<file path="src/sv/vsc_pkg.sv">
// Shared constants, types and character-class helpers for the version string comparator.
// No dependencies.
`default_nettype none

package vsc_pkg;

  localparam logic [1:0] FUNC_APPEND_FIRST  = 2'd0;
  localparam logic [1:0] FUNC_APPEND_SECOND = 2'd1;
  localparam logic [1:0] FUNC_COMPARE       = 2'd2;

  localparam logic signed [1:0] ORDER_OLDER = -2'sd1;
  localparam logic signed [1:0] ORDER_SAME  = 2'sd0;
  localparam logic signed [1:0] ORDER_NEWER = 2'sd1;

  localparam logic [7:0] CHAR_ZERO = 8'h30;

  typedef struct packed {
    logic              done;
    logic signed [1:0] order;
  } vsc_res_t;

  function automatic logic is_dig(input logic [7:0] c);
    is_dig = (c >= 8'h30) && (c <= 8'h39);
  endfunction

  function automatic logic is_let(input logic [7:0] c);
    is_let = ((c >= 8'h41) && (c <= 8'h5A)) || ((c >= 8'h61) && (c <= 8'h7A));
  endfunction

  function automatic logic is_aln(input logic [7:0] c);
    is_aln = is_dig(c) || is_let(c);
  endfunction

endpackage

`default_nettype wire

</file>
<file path="src/sv/vsc_store.sv">
// Byte store for one version string: one write port, one registered read port.
// No dependencies.
`default_nettype none

module vsc_store #(
  parameter int DEPTH = 64,
  parameter int AW    = 6
) (
  input  wire logic          clk_i,
  input  wire logic          we_i,
  input  wire logic [AW-1:0] waddr_i,
  input  wire logic [7:0]    wdata_i,
  input  wire logic [AW-1:0] raddr_i,
  output      logic [7:0]    rdata_o
);

  logic [7:0] mem [DEPTH];
  logic [7:0] rdata_q;

  always_ff @(posedge clk_i) begin
    if (we_i) begin
      mem[waddr_i] <= wdata_i;
    end
    rdata_q <= mem[raddr_i];
  end

  assign rdata_o = rdata_q;

endmodule

`default_nettype wire

</file>
<file path="src/sv/vsc_walk.sv">
// Segment walker: steps both stores one byte per cycle and decides the order.
// Depends on vsc_pkg.
`default_nettype none

module vsc_walk #(
  parameter int LEN_W = 7
) (
  input  wire logic             clk_i,
  input  wire logic             rst_ni,
  input  wire logic             start_i,
  input  wire logic [LEN_W-1:0] la_i,
  input  wire logic [LEN_W-1:0] lb_i,
  input  wire logic [7:0]       rdata_a_i,
  input  wire logic [7:0]       rdata_b_i,
  output      logic [LEN_W-1:0] raddr_a_o,
  output      logic [LEN_W-1:0] raddr_b_o,
  output      logic             busy_o,
  output      vsc_pkg::vsc_res_t res_o
);

  import vsc_pkg::*;

  typedef enum logic [2:0] {
    S_IDLE, S_EQ, S_TOP, S_SKIP, S_SCAN, S_ZERO, S_CMP
  } state_e;

  state_e           state_q, state_d;
  logic [LEN_W-1:0] pa_q, pa_d, pb_q, pb_d;
  logic [LEN_W-1:0] ea_q, ea_d, eb_q, eb_d;
  logic [LEN_W-1:0] ia_q, ia_d, ib_q, ib_d;
  logic             let_q, let_d;
  logic [7:0]       ca, cb;
  logic             a_go, b_go, a_more, b_more;
  logic [LEN_W-1:0] na, nb;

  // bytes at or past the end read as zero
  assign ca = (ia_q < la_i) ? rdata_a_i : 8'h00;
  assign cb = (ib_q < lb_i) ? rdata_b_i : 8'h00;
  assign na = ea_q - pa_q;
  assign nb = eb_q - pb_q;

  always_comb begin
    state_d   = state_q;
    pa_d      = pa_q;
    pb_d      = pb_q;
    ea_d      = ea_q;
    eb_d      = eb_q;
    ia_d      = ia_q;
    ib_d      = ib_q;
    let_d     = let_q;
    res_o     = '0;
    a_go      = 1'b0;
    b_go      = 1'b0;
    a_more    = 1'b0;
    b_more    = 1'b0;
    case (state_q)
      S_IDLE: begin
        if (start_i) begin
          ia_d    = '0;
          ib_d    = '0;
          pa_d    = '0;
          pb_d    = '0;
          state_d = (la_i == lb_i) ? S_EQ : S_TOP;
        end
      end
      S_EQ: begin
        if (ia_q == la_i) begin
          res_o   = '{done: 1'b1, order: ORDER_SAME};
          state_d = S_IDLE;
        end else if (ca != cb) begin
          state_d = S_TOP;
        end else if (ca == 8'h00) begin
          res_o   = '{done: 1'b1, order: ORDER_SAME};
          state_d = S_IDLE;
        end else begin
          ia_d = ia_q + 1'b1;
          ib_d = ib_q + 1'b1;
        end
      end
      S_TOP: begin
        if ((pa_q == la_i) || (pb_q == lb_i)) begin
          res_o.done = 1'b1;
          if ((pa_q == la_i) && (pb_q == lb_i)) begin
            res_o.order = ORDER_SAME;
          end else if (pa_q != la_i) begin
            res_o.order = ORDER_NEWER;
          end else begin
            res_o.order = ORDER_OLDER;
          end
          state_d = S_IDLE;
        end else begin
          ia_d    = pa_q;
          ib_d    = pb_q;
          state_d = S_SKIP;
        end
      end
      S_SKIP: begin
        a_go = (pa_q != la_i) && !is_aln(ca);
        b_go = (pb_q != lb_i) && !is_aln(cb);
        if (a_go) begin
          pa_d = pa_q + 1'b1;
          ia_d = pa_q + 1'b1;
        end
        if (b_go) begin
          pb_d = pb_q + 1'b1;
          ib_d = pb_q + 1'b1;
        end
        if (!a_go && !b_go) begin
          if (!is_dig(cb) && is_dig(ca)) begin
            res_o   = '{done: 1'b1, order: ORDER_NEWER};
            state_d = S_IDLE;
          end else if (is_let(ca) && is_dig(cb)) begin
            res_o   = '{done: 1'b1, order: ORDER_OLDER};
            state_d = S_IDLE;
          end else begin
            let_d   = is_let(ca);
            ea_d    = pa_q;
            eb_d    = pb_q;
            state_d = S_SCAN;
          end
        end
      end
      S_SCAN: begin
        a_go = (ea_q != la_i) && (let_q ? is_let(ca) : is_dig(ca));
        b_go = (eb_q != lb_i) && (let_q ? is_let(cb) : is_dig(cb));
        if (a_go) begin
          ea_d = ea_q + 1'b1;
          ia_d = ea_q + 1'b1;
        end
        if (b_go) begin
          eb_d = eb_q + 1'b1;
          ib_d = eb_q + 1'b1;
        end
        if (!a_go && !b_go) begin
          ia_d    = pa_q;
          ib_d    = pb_q;
          state_d = let_q ? S_CMP : S_ZERO;
        end
      end
      S_ZERO: begin
        a_go = (pa_q != ea_q) && (ca == CHAR_ZERO);
        b_go = (pb_q != eb_q) && (cb == CHAR_ZERO);
        if (a_go) begin
          pa_d = pa_q + 1'b1;
          ia_d = pa_q + 1'b1;
        end
        if (b_go) begin
          pb_d = pb_q + 1'b1;
          ib_d = pb_q + 1'b1;
        end
        if (!a_go && !b_go) begin
          if (na > nb) begin
            res_o   = '{done: 1'b1, order: ORDER_NEWER};
            state_d = S_IDLE;
          end else if (nb > na) begin
            res_o   = '{done: 1'b1, order: ORDER_OLDER};
            state_d = S_IDLE;
          end else begin
            state_d = S_CMP;
          end
        end
      end
      S_CMP: begin
        a_more = (pa_q != ea_q);
        b_more = (pb_q != eb_q);
        if (a_more && b_more && (ca == cb)) begin
          pa_d = pa_q + 1'b1;
          pb_d = pb_q + 1'b1;
          ia_d = pa_q + 1'b1;
          ib_d = pb_q + 1'b1;
        end else if (a_more && b_more) begin
          res_o   = '{done: 1'b1, order: (ca > cb) ? ORDER_NEWER : ORDER_OLDER};
          state_d = S_IDLE;
        end else if (a_more) begin
          res_o   = '{done: 1'b1, order: ORDER_NEWER};
          state_d = S_IDLE;
        end else if (b_more) begin
          res_o   = '{done: 1'b1, order: ORDER_OLDER};
          state_d = S_IDLE;
        end else begin
          pa_d    = ea_q;
          pb_d    = eb_q;
          state_d = S_TOP;
        end
      end
      default: begin
        state_d = S_IDLE;
      end
    endcase
  end

  always_ff @(posedge clk_i or negedge rst_ni) begin
    if (!rst_ni) begin
      state_q <= S_IDLE;
      pa_q    <= '0;
      pb_q    <= '0;
      ea_q    <= '0;
      eb_q    <= '0;
      ia_q    <= '0;
      ib_q    <= '0;
      let_q   <= 1'b0;
    end else begin
      state_q <= state_d;
      pa_q    <= pa_d;
      pb_q    <= pb_d;
      ea_q    <= ea_d;
      eb_q    <= eb_d;
      ia_q    <= ia_d;
      ib_q    <= ib_d;
      let_q   <= let_d;
    end
  end

  // read address follows the next cursor so data lines up with the cursor
  assign raddr_a_o = ia_d;
  assign raddr_b_o = ib_d;
  assign busy_o    = (state_q != S_IDLE);

endmodule

`default_nettype wire

</file>
<file path="src/sv/version_string_compare.sv">
// Top level of the version string comparator: append control, two byte stores, walker.
// Depends on vsc_pkg, vsc_store and vsc_walk.
//
// Usage: present func_i and ch_i with start; a transfer happens at a rising edge where
// start is high and busy is low. func 0 appends ch_i to the first string, func 1 to the
// second; an append leaves busy low, so bytes load back to back.
// A byte beyond MAX_LEN is dropped and the overflow flag is set. func 3 does nothing.
// func 2 starts a compare: busy rises the next cycle while the walker steps both stores,
// at most one byte position per cycle per store, through separators, segments, leading
// zeros and segment bytes. The result appears on order_o and overflow_o for exactly one
// cycle with done_o high, in the cycle in which busy falls; both strings and the overflow
// flag are then cleared.
// The receiver cannot stall: done_o is a one-cycle strobe.
// Reset clears both lengths, the overflow flag and the walker; store contents are not
// cleared; bytes beyond the current lengths read as zero in the walker.
`default_nettype none

module version_string_compare #(
  parameter int MAX_LEN = 64
) (
  input  wire logic              clk_i,
  input  wire logic              rst_ni,
  input  wire logic              start,
  output      logic              busy,
  input  wire logic [1:0]        func_i,
  input  wire logic [7:0]        ch_i,
  output      logic              done_o,
  output      logic signed [1:0] order_o,
  output      logic              overflow_o
);

  import vsc_pkg::*;

  localparam int LEN_W = $clog2(MAX_LEN + 1);
  localparam int IDX_W = (MAX_LEN > 1) ? $clog2(MAX_LEN) : 1;

  logic [LEN_W-1:0]  la_q, la_d, lb_q, lb_d;
  logic              trunc_q, trunc_d;
  logic              done_q;
  logic signed [1:0] order_q;
  logic              ovf_q;
  logic              accept, we_a, we_b, cmp_start;
  logic [LEN_W-1:0]  raddr_a, raddr_b;
  logic [7:0]        rdata_a, rdata_b;
  logic              walk_busy;
  vsc_res_t          res;

  assign accept    = start && !busy;
  assign we_a      = accept && (func_i == FUNC_APPEND_FIRST) && (la_q < LEN_W'(MAX_LEN));
  assign we_b      = accept && (func_i == FUNC_APPEND_SECOND) && (lb_q < LEN_W'(MAX_LEN));
  assign cmp_start = accept && (func_i == FUNC_COMPARE);

  always_comb begin
    la_d    = la_q;
    lb_d    = lb_q;
    trunc_d = trunc_q;
    if (res.done) begin
      la_d    = '0;
      lb_d    = '0;
      trunc_d = 1'b0;
    end else if (accept) begin
      case (func_i)
        FUNC_APPEND_FIRST: begin
          if (we_a) begin
            la_d = la_q + 1'b1;
          end else begin
            trunc_d = 1'b1;
          end
        end
        FUNC_APPEND_SECOND: begin
          if (we_b) begin
            lb_d = lb_q + 1'b1;
          end else begin
            trunc_d = 1'b1;
          end
        end
        default: begin
        end
      endcase
    end
  end

  always_ff @(posedge clk_i or negedge rst_ni) begin
    if (!rst_ni) begin
      la_q    <= '0;
      lb_q    <= '0;
      trunc_q <= 1'b0;
      done_q  <= 1'b0;
      order_q <= ORDER_SAME;
      ovf_q   <= 1'b0;
    end else begin
      la_q    <= la_d;
      lb_q    <= lb_d;
      trunc_q <= trunc_d;
      done_q  <= res.done;
      if (res.done) begin
        order_q <= res.order;
        ovf_q   <= trunc_q;
      end
    end
  end

  vsc_store #(
    .DEPTH (MAX_LEN),
    .AW    (IDX_W)
  ) u_store_a (
    .clk_i   (clk_i),
    .we_i    (we_a),
    .waddr_i (la_q[IDX_W-1:0]),
    .wdata_i (ch_i),
    .raddr_i (raddr_a[IDX_W-1:0]),
    .rdata_o (rdata_a)
  );

  vsc_store #(
    .DEPTH (MAX_LEN),
    .AW    (IDX_W)
  ) u_store_b (
    .clk_i   (clk_i),
    .we_i    (we_b),
    .waddr_i (lb_q[IDX_W-1:0]),
    .wdata_i (ch_i),
    .raddr_i (raddr_b[IDX_W-1:0]),
    .rdata_o (rdata_b)
  );

  vsc_walk #(
    .LEN_W (LEN_W)
  ) u_walk (
    .clk_i     (clk_i),
    .rst_ni    (rst_ni),
    .start_i   (cmp_start),
    .la_i      (la_q),
    .lb_i      (lb_q),
    .rdata_a_i (rdata_a),
    .rdata_b_i (rdata_b),
    .raddr_a_o (raddr_a),
    .raddr_b_o (raddr_b),
    .busy_o    (walk_busy),
    .res_o     (res)
  );

  assign busy       = walk_busy;
  assign done_o     = done_q;
  assign order_o    = order_q;
  assign overflow_o = ovf_q;

endmodule

`default_nettype wire

</file>
<file path="config.mk">
export PLATFORM = sky130hd
export DESIGN_NAME = version_string_compare
export DESIGN_NICKNAME = d
export VERILOG_FILES = /design/src/sv/vsc_pkg.sv /design/src/sv/vsc_store.sv /design/src/sv/vsc_walk.sv /design/src/sv/version_string_compare.sv
export SDC_FILE = /design/constraint.sdc
export NUM_CORES = 1
export LEC_CHECK = 0
export CORE_MARGIN = 4
export CORE_UTILIZATION = 60
export CTS_CLUSTER_DIAMETER = 150
export CTS_CLUSTER_SIZE = 16
export DETAILED_ROUTE_END_ITERATION = 8
export DONT_BUFFER_PORTS = 1
export PLACE_DENSITY = 0.84
export SLEW_MARGIN = 20
export SYNTH_ARGS = -nofsm -noshare
export SYNTH_HDL_FRONTEND = slang
export SYNTH_SLANG_ARGS = --single-unit
</file>
<file path="constraint.sdc">
create_clock -name clk_i -period 6.25 [get_ports clk_i]
set_input_delay 0.625 -clock clk_i [delete_from_list [all_inputs] [get_ports clk_i]]
set_output_delay 0.625 -clock clk_i [all_outputs]
set_load 0.01 [all_outputs]
</file>
==> results of run 1 <==
-- per-layer routing --
metal	vias to the layer above	track usage	wire length, um
li1	12600	-	-
met5	-	0	26
met3	272	0.0527	12600
met4	4	0.0902	3890
met2	1877	0.428	53800
met1	14500	0.402	46100
-- flip-flops by register name, summed over array words and instances (netlist names) --
name	cells
u_walk.ib_q	7
lb_q	7
u_walk.pb_q	7
done_o	1
u_store_a.mem	512
u_walk.state_q	3
order_o	2
trunc_q	1
u_walk.eb_q	7
u_walk.let_q	1
u_walk.ia_q	7
u_store_b.rdata_o	8
u_store_a.rdata_o	8
overflow_o	1
u_walk.pa_q	7
u_store_b.mem	512
la_q	7
u_walk.ea_q	7
-- cell families (layout without fill, tap and decap cells) --
family,count (synthesis),count (layout),share of synthesized area
DFF,1105,1105,0.688
and+or+nand+nor,755,755,0.0731
AOI/OAI and AO/OA,528,528,0.0743
muxes,512,512,0.114
buffers and inverters,232,289,0.0212
xor gates and xnor gates,84,84,0.0156
adders and majority gates,52,52,0.0139
other,0,1,0
-- worst min-delay path by stage --
stage	to	depth (start not counted)	slack, ns
after floorplan	done_o$_DFF_PN0_	0	0.33
after global placement	u_walk.pa_q[0]$_DFFE_PN0P_	0	0.33
after detailed placement	u_walk.ea_q[1]$_DFFE_PN0P_	0	0.33
after CTS	u_store_b.mem[55][2]$_DFFE_PP_	0	0.06
after global routing	u_store_b.mem[54][6]$_DFFE_PP_	0	0.08
final	u_store_b.mem[55][2]$_DFFE_PP_	0	0.08
-- metrics by stage --
stage | power [W] | std cells | setup WS (ns) | hold slack (ns) | TNS, ns
6_report | 0.0282 | 4366 | 0.125 | 0.0800 | 0
3_5_place_dp | 0.0230 | 4235 | 0.0945 | 0.331 | 0
5_1_grt | 0.0293 | 4365 | -0.0594 | 0.0752 | -0.195
4_1_cts | 0.0278 | 4357 | 0.0556 | 0.0639 | 0
2_1_floorplan | 0.0184 | 3268 | 0.562 | 0.329 | 0
3_3_place_gp | 0.0227 | 4235 | 0.240 | 0.331 | 0
-- area by class of cell --
class / count / area (um2) / area share
repair buffers: 120 / 1110 / 0.0216
clock inverters: 3 / 52.6 / 0.00102
multi-input cells: 1931 / 13900 / 0.270
clock buffers: 117 / 2180 / 0.0425
well taps: 1040 / 1300 / 0.0253
flip-flops and latches: 1105 / 32700 / 0.636
diodes: 1 / 2.50 / 0.0000487
inverters: 49 / 184 / 0.00358
-- timing repair --
item                       CTS  global route
hold endpoints to repair    65             0
buffers inserted             0             8
hold buffers                 2             0
setup endpoints to repair    0             8
gates resized for setup      0             9
-- critical path: cells and delay by family (launching register included) --
kind            cells  cell delay [ns]
flops               1             0.54
fa+ha+maj           2             0.63
simple gates        8             1.69
buf+inv             4             0.70
compound gates      7             2.41
-- cell usage in the layout (no fill, tap or decap), types with 24 or more instances in the layout --
| cell | n |
|---|---|
| nand3_1 | 85 |
| nand2_1 | 182 |
| xor2_1 | 33 |
| clkbuf_16 | 82 |
| nor4_1 | 27 |
| o22ai_1 | 133 |
| edfxtp_1 | 1024 |
| buf_4 | 103 |
| clkbuf_1 | 35 |
| nor2_1 | 281 |
| dfrtp_1 | 65 |
| xnor2_1 | 50 |
| and3_1 | 33 |
| nand4_1 | 26 |
| o21ai_0 | 90 |
| mux2i_1 | 472 |
| nor3_1 | 26 |
| ha_1 | 49 |
| and2_1 | 24 |
| a21oi_1 | 105 |
| inv_1 | 45 |
-- power by group through the flow --
| stage | Combinational (W) | Sequential [W] | Clock (W) |
|---|---|---|---|
| finish | 0.0147 | 0.00871 | 0.00481 |
| detailed placement | 0.0141 | 0.00885 | 0 |
| global route | 0.0154 | 0.00873 | 0.00512 |
| floorplan | 0.00975 | 0.00864 | 0 |
| global placement | 0.0139 | 0.00885 | 0 |
| CTS | 0.0143 | 0.00869 | 0.00484 |
==> flow_summary_export.csv, run 1 <==
group,metric,value,unit
placed_design,gp_congestion,0.975,
clocking,cts_buffer_depth,3,
power,power_leakage,18.1,nW
worst_hold_path,min-delay-start,"ch_i[2]",
detailed_routing,drtIter0Drc,4009,
power,sw_frac_of_total,0.411,
worst_setup_path,worstPathArrival,6.59,ns
floorplanning,dieHeight,290,um
synthesis,netlist.area_leader.share,0.647,
synthesis,synth_ff_type,"edfxtp_1",
worst_setup_path,r2r_cells,21,
worst_setup_path,r2r-end,"u_store_a.rdata_o[5]$_DFF_P_",
clocking,cts_tree,"done",
worst_setup_path,cpPeakStageDelay,0.64,ns
worst_setup_path,worst_setup_path_start_kind,"register",
clocking,worstSkewPairLatency,0.65,ns
detailed_routing,drtPass1Iterations,6,
timing,max_freq,163,MHz
grt,grt-ovfl-total,0,
finish,fillers,5175,
floorplanning,ios,18,
synthesis,ys_ff_latch,1105,
floorplanning,start_util,0.610,
placed_design,portBuffers,0,
timing,fin_crit_sh,0.980,
timing,finalHoldViolCount,0,
timing,period_minus_slack,6.12,ns
timing,clock-skew-final,0.0326,ns
worst_setup_path,timing.rr.start,"la_q[6]$_DFFE_PN0P_",
detailed_routing,wl_per_cell,26.7,um
clocking,cts_buffers,79,
grt,grt_pass1_vias,28200,
finish,utilization,0.660,
finish,drive_gt1_frac,0.0818,
finish,final_area,51400,um2
grt,grt_pass1_wl,175000,um
worst_setup_path,r2r_slack,0.13,ns
synthesis,ys_warn_count,0,
worst_setup_path,crit_end,"u_store_a.rdata_o[5]$_DFF_P_",
worst_hold_path,min_path_type,"in2reg",
placed_design,hpwl,72600,um
worst_setup_path,path_cells,"inv_1 > ha_1 > nand4_1 > a21oi_1 > nor2_1 > and2_1 > ha_1 > nand4_1 > nor2_1 > and2_1 > buf_4 > and3_1 > a21oi_1 > o211ai_1 > buf_4 > nand3b_1 > buf_4 > a21oi_1 > a2111o_1 > o31ai_1 > o2111ai_1",
power,p_seq_frac,0.309,
floorplanning,core_area,78000,um2
flow_run,maxCapViolCount,0,
power,p_int,0.0166,W
finish,nets,3350,
power,power.density,548,nW/um2
worst_setup_path,cp-startpoint,"la_q[6]$_DFFE_PN0P_",
grt,track_usage,0.276,
detailed_routing,vias,29300,
detailed_routing,wirelength,116000,um
worst_setup_path,cp_slowest_cell,"o211ai_1",
synthesis,synth_top_cell_by_area,"edfxtp_1",
timing,tightest_slew,1.11,ns
synthesis,async_flop_share,0.0588,
detailed_routing,drc,0,
outcome,status,"finished, final reports clean",
floorplanning,rows,102,
detailed_routing,viasPerCell,6.72,
power,clkPwrFrac,0.171,
synthesis,synth_edf_count,1024,
floorplanning,die_w,290,um
worst_setup_path,critical_path_class,"reg2reg",
synthesis,synth_top_cells_by_area,"edfxtp_1, mux2i_1, dfrtp_1",
power,p_sw,0.0116,W
timing,slew_viol_final,0,
clocking,h-tree-depth,3,
clocking,clk_pin_slew,0.09,ns
synthesis,yosysSeqAreaShare,0.688,
worst_setup_path,worst-path-max-fanout,10,
placed_design,place_area,49100,um2
synthesis,syn_area,47500,um2
timing,relSlewSlack,0.259,
worst_setup_path,cp.required,6.72,ns
worst_setup_path,endpoint_kind,"register",
power,pwr-share-comb,0.520,
power,ir_worst_vdd,0.526,mV
grt,antenna_found_initial,2,
synthesis,synthDistinctLibCells,87,
synthesis,synth_most_common_cell,"edfxtp_1",
synthesis,synth_cells,3268,
clocking,cts_root_buffer,"clkbuf_16",
clocking,clock_sinks,1105,
timing,setup_viol,0,
finish,area_growth,8.17,%
detailed_routing,ant_nets,0,
floorplanning,die_area,83800,um2
synthesis,synth_common_cells,"edfxtp_1, mux2i_1, nor2_1",
synthesis,avgSynthCellArea,14.5,um2
grt,grt_max_degree,129,
synthesis,synth_nets,3332,
Power figures use the tool's default switching activity.
==> inputs of run 2 (changes only) <==
==> constraint.sdc (replaced) <==
create_clock -name clk_i -period 6.25 [get_ports clk_i]
set_input_delay 0.9375 -clock clk_i [delete_from_list [all_inputs] [get_ports clk_i]]
set_output_delay 0.9375 -clock clk_i [all_outputs]
set_load 0.01 [all_outputs]
==> run 2 against run 1 <==
Effect of this change:
- fmax about the same
- routed wire length increased by 0.24%
- first-iteration DRC count up 2.4%
- global-route usage about the same
- design area barely moved
- register-to-register slack about the same
- worst hold slack improved by 0.10 ns
- clock power barely moved
- combinational power about the same
- core utilization barely moved
- largest cell class unchanged
- largest power group unchanged
==> flow_summary_export.csv, run 2 (same netlist as run 1, synthesis figures left out) <==
group,metric,value,unit
outcome,status,"finished, final reports clean",
flow_run,maxCapViolCount,0,
worst_setup_path,path_cells,"inv_1 > ha_1 > nand4_1 > a21oi_1 > nor2_1 > and2_1 > ha_1 > nand4_1 > nor2_1 > and2_1 > buf_4 > and3_1 > a21oi_1 > o211ai_1 > buf_4 > nand3b_1 > buf_4 > a21oi_1 > a2111o_1 > o31ai_1 > o2111ai_1",
timing,fin_hold_ws,0.185,ns
timing,setup_viol,0,
placed_design,hpwl,72600,um
clocking,worstSkewPairLatency,0.64,ns
worst_hold_path,min_path_type,"in2async",
worst_setup_path,cp_slowest_cell,"o211ai_1",
power,power_leakage,18.1,nW
clocking,cts_root_buffer,"clkbuf_16",
worst_setup_path,worst-path-max-fanout,10,
floorplanning,die_w,290,um
detailed_routing,wl_per_cell,26.7,um
finish,layout_common_cells,"edfxtp_1, mux2i_1, nor2_1",
timing,finalHoldViolCount,0,
worst_setup_path,path_buf_inv,4,
grt,grt_pass1_vias,28200,
clocking,cts_buffer_depth,3,
grt,antenna_found_initial,2,
detailed_routing,viasPerCell,6.73,
timing,fin_crit_sh,0.979,
detailed_routing,wirelength,117000,um
clocking,clock_sinks,1105,
clocking,cts_tree,"done",
grt,grt_pass1_wl,175000,um
detailed_routing,drtIter0Drc,4107,
timing,max_freq,163,MHz
worst_setup_path,worstPathArrival,6.59,ns
worst_setup_path,worst_setup_path_start_kind,"register",
finish,reg_top3,"u_store_a.mem: 512 flops, u_store_b.mem: 512 flops",
detailed_routing,ant_nets,0,
worst_setup_path,cpPeakStageDelay,0.64,ns
finish,diodes,0,
worst_setup_path,endpoint_kind,"register",
grt,grt-ovfl-total,0,
floorplanning,start_util,0.610,
finish,area_growth,8.14,%
clocking,cts_buffers,79,
floorplanning,core_area,78000,um2
detailed_routing,drc,0,
grt,grt_max_degree,129,
detailed_routing,drtPass1Iterations,6,
finish,fin_cells,4364,
worst_setup_path,cp.required,6.72,ns
timing,period_minus_slack,6.12,ns
detailed_routing,vias,29400,
timing,relSlewSlack,0.220,
finish,nets,3349,
finish,drive_gt1_frac,0.0818,
floorplanning,ios,18,
placed_design,gp_congestion,0.975,
power,ir_worst_vdd,0.523,mV
floorplanning,die_area,83800,um2
clocking,h-tree-depth,3,
floorplanning,rows,102,
timing,tightest_slew,1.17,ns
floorplanning,dieHeight,290,um
timing,clock-skew-final,0.0315,ns
grt,track_usage,0.276,
placed_design,portBuffers,0,
timing,slew_viol_final,0,
worst_setup_path,path_delay_family,"compound AO/OA/AOI/OAI gates",
power,power.density,548,nW/um2
placed_design,dp_cells,4235,
finish,layout_commonest_cell,"edfxtp_1",
worst_setup_path,critical_path_class,"reg2reg",
clocking,clk_pin_slew,0.08,ns
## run 2: final cells by class
type | instances | area (um2)
Timing Repair Buffer | 119 | 1100
Tap cell | 1040 | 1300
Fill cell | 5176 | 26600
Clock buffer | 117 | 2180
Sequential cell | 1105 | 32700
Multi-Input combinational cell | 1931 | 13900
Inverter | 49 | 184
Clock inverter | 3 | 52.6
## run 2: path summary, 6_finish.rpt
path / from / to / slack, ns / depth (start not counted)
max: la_q[6]$_DFFE_PN0P_ / u_store_a.rdata_o[5]$_DFF_P_ / 0.13 / 21
min: rst_ni / u_walk.pa_q[0]$_DFFE_PN0P_ / 0.18 / 1
max reg2reg: la_q[6]$_DFFE_PN0P_ / u_store_a.rdata_o[5]$_DFF_P_ / 0.13 / 21
min reg2reg: trunc_q$_DFFE_PN0P_ / overflow_o$_DFFE_PN0N_ / 0.53 / 1
max in group asynchronous: rst_ni / trunc_q$_DFFE_PN0P_ / 5.77 / 1
min in group clk_i: ch_i[6] / u_store_b.mem[54][6]$_DFFE_PP_ / 0.40 / 0
## run 2: layer usage
layer	routed length, um	global-route usage	up-vias
met4	3880	0.0902	4
met3	12600	0.0527	271
li1	-	-	12600
met5	29	0	-
met2	53900	0.428	1969
met1	46200	0.402	14500
## run 2: report_power, final
group	internal [W]	switching, W	total (W)
clock	0.00242	0.00240	0.00482
combinational	0.00587	0.00878	0.0147
sequential	0.00831	0.000405	0.00871
## run 2: stage by stage
stage | power (W) | setup slack [ns] | setup TNS (ns) | area (um2) | utilization
after floorplan | 0.0184 | 0.562 | 0 | 47500 | -
after global placement | 0.0227 | 0.240 | 0 | 49100 | 0.629
after detailed placement | 0.0230 | 0.0945 | 0 | 49100 | 0.629
after CTS | 0.0278 | 0.0556 | 0 | 51300 | 0.658
after global routing | 0.0293 | -0.0594 | -0.195 | 51400 | 0.659
final | 0.0282 | 0.130 | 0 | 51400 | 0.659
## run 2: timing repair
action                                  4_1_cts  5_1_grt
hold buffers                                  1        0
endpoints found under the hold margin        65        0
setup buffers                                 0        8
endpoints found under the setup margin        0        8
resized for setup                             0        9
